<file path="src/hdl/blfs_pkg.sv">
// Types and constants shared by the block lacing frame splitter.
`timescale 1ns / 1ps
`default_nettype none
package blfs_pkg;
  localparam logic [1:0] MODE_NONE  = 2'd0;
  localparam logic [1:0] MODE_XIPH  = 2'd1;
  localparam logic [1:0] MODE_FIXED = 2'd2;
  localparam logic [1:0] MODE_EBML  = 2'd3;

  localparam logic [1:0] ST_OK       = 2'd0;
  localparam logic [1:0] ST_TOO_MANY = 2'd1;
  localparam logic [1:0] ST_BAD      = 2'd2;

  localparam logic [7:0] XIPH_CONT = 8'd255;

  typedef enum logic [8:0] {
    PH_IDLE   = 9'b000000001,
    PH_COUNT  = 9'b000000010,
    PH_XSIZE  = 9'b000000100,
    PH_VFIRST = 9'b000001000,
    PH_VREST  = 9'b000010000,
    PH_STORE  = 9'b000100000,
    PH_DIV    = 9'b001000000,
    PH_EMIT   = 9'b010000000,
    PH_ERR    = 9'b100000000
  } phase_t;
endpackage
`default_nettype wire

</file>
<file path="src/hdl/blfs_size_ram.sv">
// Lace size store: one write port, one registered read port.
`timescale 1ns / 1ps
`default_nettype none
module blfs_size_ram #(
  parameter int DEPTH = 64,
  parameter int AW    = 6,
  parameter int DW    = 25
) (
  input  wire logic          clk,
  input  wire logic          we,
  input  wire logic [AW-1:0] waddr,
  input  wire logic [DW-1:0] wdata,
  input  wire logic [AW-1:0] raddr,
  output logic      [DW-1:0] rdata
);
  logic [DW-1:0] mem [DEPTH];

  always_ff @(posedge clk) begin
    if (we) begin
      mem[waddr] <= wdata;
    end
    rdata <= mem[raddr];
  end
endmodule
`default_nettype wire

</file>
<file path="src/hdl/block_lacing_frame_splitter.sv">
// Block lacing frame splitter: header parser, size store and frame emitter.
// Block-start and header-byte requests are taken while busy is low. Header bytes that do
// not complete a size can follow back to back; a byte that completes a size raises busy
// while the size goes into the store. Once the header is complete the frame list streams
// out, each frame taking a store read, then an offset add, with busy high until the last
// frame leaves. Fixed lacing first runs a restoring divider. A no-lacing block skips the
// header and shows its single frame after the emitter's read and add steps; a count whose
// frame total (count+1) exceeds MAX_LACES moves to an error state that then gives one
// too-many result. The receiver cannot stall; out_valid marks each result for one cycle.
`timescale 1ns / 1ps
`default_nettype none
module block_lacing_frame_splitter
  import blfs_pkg::*;
#(
  parameter int MAX_LACES = 64,
  parameter int SIZE_BITS = 24
) (
  input  wire logic        clk,
  input  wire logic        rst_n,
  input  wire logic        start,
  output logic             busy,
  input  wire logic        in_req_type,
  input  wire logic [1:0]  in_lace_mode,
  input  wire logic [23:0] in_block_len,
  input  wire logic [7:0]  in_header_byte,
  output logic             out_valid,
  output logic [5:0]       out_frame_index,
  output logic [23:0]      out_frame_offset,
  output logic [23:0]      out_frame_size,
  output logic             out_last,
  output logic [1:0]       out_status
);
  localparam int AW = (MAX_LACES > 1) ? $clog2(MAX_LACES) : 1;
  localparam int CW = AW + 1;          // count width, holds MAX_LACES
  localparam int SW = SIZE_BITS;
  localparam logic [SW-1:0] LEN_MASK = {SW{1'b1}};
  localparam logic [CW-1:0] MAXL = CW'(MAX_LACES);
  // running ebml size kept to 64 bits signed, saturated at +-2^62
  localparam logic signed [63:0] RUN_LIM = 64'sh4000_0000_0000_0000;

  phase_t phase_r, phase_nxt;
  logic [1:0]    mode_r;
  logic [SW-1:0] tlen_r;
  logic [CW-1:0] ftot_r, fpar_r;
  logic [SW-1:0] hlen_r;
  logic [55:0]   acc_r;
  logic [2:0]    vleft_r;
  logic [3:0]    vlen_r;
  logic signed [63:0] run_r;
  // pending size for the store
  logic [SW-1:0] psize_r;
  logic          pbad_r;
  // divider
  logic [SW-1:0] quo_r, rem_r, dvd_r;
  logic [8:0]    dcnt_r;
  logic [8:0]    divn_r;
  // emitter
  logic [CW-1:0] ei_r;
  logic          estep_r;   // 0: read issued, 1: data ready
  logic [SW:0]   off_r;
  logic          stuck_r;

  logic          we;
  logic [AW-1:0] waddr, raddr;
  logic [SW:0]   wdata, rdata;

  blfs_size_ram #(.DEPTH(MAX_LACES), .AW(AW), .DW(SW + 1)) u_ram (
    .clk(clk), .we(we), .waddr(waddr), .wdata(wdata), .raddr(raddr), .rdata(rdata)
  );

  assign busy = (phase_r != PH_IDLE) && (phase_r != PH_COUNT) &&
                (phase_r != PH_XSIZE) && (phase_r != PH_VFIRST) &&
                (phase_r != PH_VREST);
  assign we    = (phase_r == PH_STORE) && (fpar_r < MAXL);
  assign waddr = fpar_r[AW-1:0];
  assign wdata = {pbad_r, psize_r};
  assign raddr = ei_r[AW-1:0];

  // ebml vint parse helpers
  logic [3:0]  vl;
  logic [7:0]  vmask;
  logic [55:0] vacc;
  logic signed [63:0] bias, vval, vsub, vfinal;
  always_comb begin
    vl = 4'd8;
    for (int k = 7; k >= 0; k--) begin
      if (in_header_byte[k] && vl == 4'd8 && k != 0) begin
        vl = 4'(8 - k);
      end
    end
    if (in_header_byte[7]) vl = 4'd1;
    vmask = 8'hFF >> vl;
    vacc  = 56'(in_header_byte & vmask);
    bias  = (64'sd1 <<< (7 * vlen_r - 1)) - 64'sd1;
    // a one-byte vint completes in the first-byte phase, bias 2^6-1
    if (phase_r == PH_VFIRST) begin
      vval = $signed({8'd0, vacc});
      vsub = 64'sd63;
    end else begin
      vval = $signed({8'd0, acc_r[47:0], in_header_byte});
      vsub = bias;
    end
    if (fpar_r == '0) begin
      vfinal = vval;
    end else begin
      vfinal = run_r + vval - vsub;
      if (vfinal > RUN_LIM) vfinal = RUN_LIM;
      if (vfinal < -RUN_LIM) vfinal = -RUN_LIM;
    end
  end

  // whether a 64-bit signed value fits as a size
  function automatic logic fits(input logic signed [63:0] v);
    return (v >= 0) && (v <= $signed({{(64 - SW){1'b0}}, LEN_MASK}));
  endfunction

  logic [SW:0] xsum;
  logic [8:0] nlaces;
  logic [SW-1:0] esz;
  logic ebad;
  logic [SW+1:0] eend;
  logic elast;

  always_comb begin
    xsum   = (SW + 1)'(acc_r) + (SW + 1)'(in_header_byte);
    if (xsum > {1'b0, LEN_MASK}) xsum = {1'b1, {SW{1'b0}}};
    nlaces = 9'(in_header_byte) + 9'd1;
    elast  = (ei_r + CW'(1) == ftot_r);
    // fixed lacing reads the quotient, not the store
    if (mode_r == MODE_FIXED) begin
      esz  = quo_r;
      ebad = 1'b0;
    end else if (!elast) begin
      esz  = rdata[SW-1:0];
      ebad = rdata[SW];
    end else begin
      ebad = off_r > {1'b0, tlen_r};
      esz  = ebad ? '0 : SW'({1'b0, tlen_r} - off_r);
    end
    eend = {1'b0, off_r} + (SW + 2)'(esz);
    if (!ebad && eend > (SW + 2)'(tlen_r)) ebad = 1'b1;
  end

  always_ff @(posedge clk) begin
    if (!rst_n) begin
      phase_r   <= PH_IDLE;
      mode_r    <= '0;
      tlen_r    <= '0;
      ftot_r    <= '0;
      fpar_r    <= '0;
      hlen_r    <= '0;
      acc_r     <= '0;
      vleft_r   <= '0;
      vlen_r    <= '0;
      run_r     <= '0;
      out_valid <= 1'b0;
      ei_r      <= '0;
      estep_r   <= 1'b0;
      stuck_r   <= 1'b0;
    end else begin
      out_valid <= 1'b0;
      if (start && !busy && !in_req_type) begin
        mode_r  <= in_lace_mode;
        tlen_r  <= SW'(in_block_len);
        hlen_r  <= '0;
        fpar_r  <= '0;
        acc_r   <= '0;
        vleft_r <= '0;
        vlen_r  <= '0;
        run_r   <= '0;
        if (in_lace_mode == MODE_NONE) begin
          ftot_r  <= CW'(1);
          ei_r    <= '0;
          estep_r <= 1'b0;
          stuck_r <= 1'b0;
          off_r   <= '0;
          phase_r <= PH_EMIT;
        end else begin
          phase_r <= PH_COUNT;
        end
      end else if (start && !busy && in_req_type && phase_r != PH_IDLE) begin
        if (phase_r != PH_COUNT && hlen_r < LEN_MASK) hlen_r <= hlen_r + SW'(1);
        case (phase_r)
          PH_COUNT: begin
            hlen_r <= SW'(1);
            if (nlaces > 9'(MAX_LACES)) begin
              phase_r <= PH_ERR;
            end else begin
              ftot_r  <= CW'(nlaces);
              ei_r    <= '0;
              estep_r <= 1'b0;
              stuck_r <= 1'b0;
              off_r   <= (SW + 1)'(1);
              if (mode_r == MODE_FIXED) begin
                dvd_r   <= (tlen_r != '0) ? tlen_r - SW'(1) : '0;
                divn_r  <= nlaces;
                rem_r   <= '0;
                dcnt_r  <= 9'(SW);
                phase_r <= PH_DIV;
              end else if (nlaces == 9'd1) begin
                phase_r <= PH_EMIT;
              end else begin
                acc_r   <= '0;
                phase_r <= (mode_r == MODE_XIPH) ? PH_XSIZE : PH_VFIRST;
              end
            end
          end
          PH_XSIZE: begin
            if (in_header_byte == XIPH_CONT) begin
              acc_r <= 56'(xsum);
            end else begin
              psize_r <= xsum[SW-1:0];
              pbad_r  <= xsum[SW];
              acc_r   <= '0;
              phase_r <= PH_STORE;
            end
          end
          PH_VFIRST: begin
            vlen_r  <= vl;
            vleft_r <= 3'(vl - 4'd1);
            acc_r   <= vacc;
            phase_r <= (vl == 4'd1) ? PH_STORE : PH_VREST;
            if (vl == 4'd1) begin
              // one-byte vint finishes at once
              run_r   <= vfinal;
              psize_r <= vfinal[SW-1:0];
              pbad_r  <= !fits(vfinal);
            end
          end
          PH_VREST: begin
            acc_r <= {acc_r[47:0], in_header_byte};
            if (vleft_r == 3'd1) begin
              run_r   <= vfinal;
              psize_r <= vfinal[SW-1:0];
              pbad_r  <= !fits(vfinal);
              phase_r <= PH_STORE;
            end
            vleft_r <= vleft_r - 3'd1;
          end
          default: ;
        endcase
      end else begin
        case (phase_r)
          PH_STORE: begin
            acc_r  <= '0;
            fpar_r <= (fpar_r < MAXL) ? fpar_r + CW'(1) : fpar_r;
            if ((CW + 1)'(fpar_r) + (CW + 1)'(2) >= (CW + 1)'(ftot_r)) begin
              // frames start right after the whole lacing header
              off_r   <= {1'b0, hlen_r};
              phase_r <= PH_EMIT;
            end else begin
              phase_r <= (mode_r == MODE_XIPH) ? PH_XSIZE : PH_VFIRST;
            end
          end
          PH_DIV: begin
            // restoring divide, one quotient bit a cycle
            if (dcnt_r != '0) begin
              if ({rem_r, dvd_r[SW-1]} >= (SW + 1)'(divn_r)) begin
                rem_r <= SW'({rem_r, dvd_r[SW-1]} - (SW + 1)'(divn_r));
                quo_r <= {quo_r[SW-2:0], 1'b1};
              end else begin
                rem_r <= {rem_r[SW-2:0], dvd_r[SW-1]};
                quo_r <= {quo_r[SW-2:0], 1'b0};
              end
              dvd_r  <= dvd_r << 1;
              dcnt_r <= dcnt_r - 9'd1;
            end else begin
              phase_r <= PH_EMIT;
            end
          end
          PH_EMIT: begin
            if (!estep_r) begin
              estep_r <= 1'b1;
            end else begin
              estep_r <= 1'b0;
              out_valid        <= 1'b1;
              out_frame_index  <= 6'(ei_r);
              out_last         <= elast;
              if (stuck_r || ebad) begin
                stuck_r          <= 1'b1;
                out_frame_offset <= '0;
                out_frame_size   <= '0;
                out_status       <= ST_BAD;
              end else begin
                out_frame_offset <= 24'(off_r);
                out_frame_size   <= 24'(esz);
                out_status       <= ST_OK;
                off_r            <= eend[SW:0];
              end
              ei_r <= ei_r + CW'(1);
              if (elast) phase_r <= PH_IDLE;
            end
          end
          PH_ERR: begin
            out_valid        <= 1'b1;
            out_frame_index  <= '0;
            out_frame_offset <= '0;
            out_frame_size   <= '0;
            out_last         <= 1'b1;
            out_status       <= ST_TOO_MANY;
            phase_r          <= PH_IDLE;
          end
          default: ;
        endcase
      end
    end
  end
endmodule
`default_nettype wire

</file>
<file path="config.mk">
export PLATFORM = sky130hd
export DESIGN_NAME = block_lacing_frame_splitter
export DESIGN_NICKNAME = d
export VERILOG_FILES = /design/src/hdl/blfs_pkg.sv /design/src/hdl/blfs_size_ram.sv /design/src/hdl/block_lacing_frame_splitter.sv
export SDC_FILE = /design/constraint.sdc
export NUM_CORES = 2
export LEC_CHECK = 0
export CORE_MARGIN = 2
export CORE_UTILIZATION = 58
export DETAILED_ROUTE_END_ITERATION = 6
export DONT_BUFFER_PORTS = 1
export HOLD_SLACK_MARGIN = 0.08
export PLACE_DENSITY_LB_ADDON = 0.15
export RECOVER_POWER = 100
export SYNTH_ARGS = -nofsm -noshare
export SYNTH_HDL_FRONTEND = slang
export SYNTH_SLANG_ARGS = --single-unit
</file>
<file path="constraint.sdc">
create_clock -name clk -period 10.4 [get_ports clk]
set_input_delay 0.52 -clock clk [delete_from_list [all_inputs] [get_ports clk]]
set_output_delay 0.52 -clock clk [all_outputs]
set_load 0.1 [all_outputs]
</file>
==> results by group <==
Status
  – Outcome: complete, but fails checks
  – Failing checks: capacitance limit, slew limit

Clock network
  – Post CTS Setup Buffer Count: 0
  – Cts bufs inserted: 198
  – Worst-skew pair later-pin latency: 0.88 ns
  – CTS tree: yes
  – H-Tree Depth: 4
  – CTS clk-pin slew, worst paths: 0.06 ns
  – Root buf cell: clkbuf_16
  – CTS max path bufs: 3
  – CTS Sinks: 2024

Critical path
  – Cell family with most CP delay: compound AO/OA/AOI/OAI gates
  – Critical Path Fanout Max: 23
  – Critical path type: reg2reg
  – WP depth: 33
  – Worst Setup End Kind: register
  – Cells on worst reg2reg path: 33
  – Crit-path slowest cell: o311ai_0
  – Req. time, crit path: 11.11 ns
  – Crit path DAT: 10.56 ns
  – CP peak stage delay: 0.92 ns
  – Crit path launch type: register
  – Bufs and invs on worst path: 3

Die
  – Die area: 163000 µm²
  – Die width: 404 µm
  – Starting density of the core: 0.585
  – Die Span Y: 404 µm
  – FP Rows: 146
  – Floorplan core area: 159000 µm²
  – IO Pins: 97

Synthesis
  – Post-synthesis sequential area ratio: 0.630
  – Post-synth EDFFs: 1797
  – Top cell type's share of synthesized area: 0.581
  – Average cell area after synthesis: 14.8 µm²
  – Synth async-reset ratio: 0
  – Synth area leader: edfxtp_1
  – Library cells used by synthesis: 98
  – Synth Flop Type: edfxtp_1
  – FF+latch count, synth: 2024
  – Top cells by area, synth: edfxtp_1 (58%), mux4_2 (13%), dfxtp_1 (4.9%)
  – Cells after Synth: 6273
  – Yosys warns: 0
  – Mapped cell area: 92900 µm²
  – Syn_nets: 6596

Timing
  – Relative slew slack: -2.47
  – F_max: 0.102 GHz
  – Worst Tran Pin Value: 5.17 ns
  – Setup-failing EPs final: 0
  – Final Hold Violating Endpoints: 0
  – Crit share post-route: 0.947
  – Final setup TNS: 0 ns
  – Clock skew: 0.0630 ns
  – Shortest period the worst path allows: 9.85 ns
  – Fin. max-slew vios: 3823
  – RSZ-0062 raised after global routing: no

Placed design
  – I/O Buffers: 0
  – Final HPWL DP: 158 mm
  – GPL Wtd Cong: 0.970
  – Dpl cell area: 95900 µm²

Power and ir drop
  – Sw power: 3560 µW
  – Leakage power: 0.0326 µW
  – Sw frac: 0.213
  – Clock share of power: 0.446
  – Share of power burned in registers: 0.523
  – Combinational power share: 0.031
  – Peak supply drop: 0.198 mV
  – P_int: 13200 µW
  – P per Cell Area: 163 nW/µm²

Min path
  – Worst min path class: in2reg
  – Hold path cells: 4

Cells and area
  – Nets: 6638
  – Share of cells above drive strength 1: 0.154
  – Design area: 102000 µm²
  – # fillers: 11200
  – Layout Area Growth over Synthesis: 10.2%

Routing
  – DRT Wirelength: 256 mm
  – DRC Markers: 0
  – DRT Pass-1 Iters: 6
  – Detail Route Antenna Nets: 0
  – Via density: 6.65
  – DRT iter0 DRCs: 6852
  – Vias: 57000
  – WL/cell: 29.9 µm

GRT
  – Overall routing resource usage: 0.314
  – First-pass GRT wire length: 374 mm
  – Vias in the first global route: 55500
  – Initial antenna violation count: 18
  – Largest net degree at the start of global routing: 133
  – GRT overflow: 0

Flow run
  – Max_cap viols: 102
-- sequential cells by signal, indices dropped and copies added, names as in the netlist, 3 cells and up --
register,count
acc_r,48
phase_r,9
out_frame_index,6
ftot_r,7
tlen_r,24
divn_r,9
fpar_r,7
off_r,25
vleft_r,3
run_r,64
rem_r,24
hlen_r,24
ei_r,7
u_ram.rdata,25
out_frame_size,24
dcnt_r,9
dvd_r,24
vlen_r,4
u_ram.mem,1600
out_frame_offset,24
psize_r,24
quo_r,24
-- worst min-delay path: stages --
cell and delay (ns):
nand2_1 0.08, nor2_1 0.12, a211oi_1 0.08, a21oi_1 0.11
-- worst paths after layout --
check                           slack, ns               from                  to
worst max-delay path                 0.55            ei_r[1]  out_frame_size[13]
worst min-delay path                 0.14  in_header_byte[4]            run_r[4]
worst max register to register       0.55            ei_r[1]  out_frame_size[13]
worst min register to register       0.45         vleft_r[1]          vleft_r[1]
-- repair_timing --
action | in CTS | in global routing
endpoints found under the hold margin | 70 | 0
gates resized for setup | 0 | 13
endpoints found under the setup margin | 0 | 43
hold buffers | 40 | 0
-- metrics by stage --
stage	utilization	hold WS (ns)	std cells	setup slack, ns	total power (µW)
6_report	0.645	0.139	8563	0.554	16700
5_1_grt	0.645	0.160	8553	0.0293	17200
4_1_cts	0.649	0.0848	8552	0.296	16800
3_5_place_dp	0.604	0.437	8146	0.360	9420
3_3_place_gp	0.604	0.433	8146	0.456	9420
2_1_floorplan	-	0.426	6273	0.467	9280
-- synth_stat cells, types with 35 or more instances --
cell	number
a211oi_1	37
a21o_1	59
a21oi_1	275
a22oi_1	44
a31oi_1	41
and2_1	62
buf_1	50
clkbuf_1	256
dfxtp_1	227
edfxtp_1	1797
fa_1	63
ha_1	222
inv_1	285
mux4_2	525
nand2_1	484
nand3_1	123
nand4_1	49
nor2_1	460
nor3_1	102
nor4_1	43
o21a_1	35
o21ai_0	242
xnor2_1	122
xor2_1	97
-- power groups by stage --
stage	registers (µW)	logic (µW)	clock network, µW
after floorplan	8920	360	0
after CTS	8750	521	7550
final	8750	526	7470
after global placement	8920	493	0
after detailed placement	8930	498	0
after global routing	8750	571	7840
-- layout make-up --
type	instances	area, µm²	area share
flip-flops and latches	2024	58500	0.571
multi-input cells	3632	32100	0.314
clock buffers	241	5200	0.0507
well taps	2072	2590	0.0253
clock inverters	125	1620	0.0159
repair buffers	173	1270	0.0124
inverters	286	1070	0.0105
diodes	10	25.0	0.000244
-- cells by family (layout without fill, tap and decap cells) --
family                     Yosys count  count (layout)  share of synthesized area
and+or+nand+nor                   1524            1524                     0.0761
DFF                               2024            2024                      0.630
buffers and inverters              617             825                     0.0257
other                                0              10                          0
xor gates and xnor gates           220             220                     0.0208
muxes                              547             547                      0.130
adders and majority gates          285             285                     0.0435
AOI/OAI and AO/OA                 1056            1056                     0.0747
-- cells in the final DEF, fill, tap and decap left out, drive strengths merged, types with 37 or more instances in the layout --
| cell | Yosys | final |
|---|---|---|
| xor2 | 97 | 97 |
| nor3 | 103 | 103 |
| clkinv | 1 | 89 |
| xnor2 | 123 | 123 |
| nand4 | 51 | 51 |
| a31oi | 62 | 62 |
| nor4 | 44 | 44 |
| a22oi | 44 | 44 |
| a21o | 59 | 59 |
| nor2 | 460 | 460 |
| buf | 74 | 87 |
| a211oi | 44 | 44 |
| nand3 | 125 | 125 |
| a21boi | 37 | 37 |
| ha | 222 | 222 |
| nand2 | 484 | 484 |
| dlygate4sd3 | 0 | 40 |
| clkbuf | 257 | 287 |
| dfxtp | 227 | 227 |
| edfxtp | 1797 | 1797 |
| inv | 285 | 287 |
| and2 | 62 | 62 |
| fa | 63 | 63 |
| mux4 | 525 | 525 |
| a21oi | 278 | 278 |
| o21ai | 257 | 257 |
-- routing by layer --
layer  track usage  part of all wire  wire length, µm  vias up
li1              -                 -                -    24300
met1         0.446              0.40           102000    29200
met2         0.492              0.47           120000     2941
met3        0.0535             0.089            22700      469
met4         0.121             0.043            11100        8
met5             0           0.00019               48        -
Power figures use the tool's default switching activity.
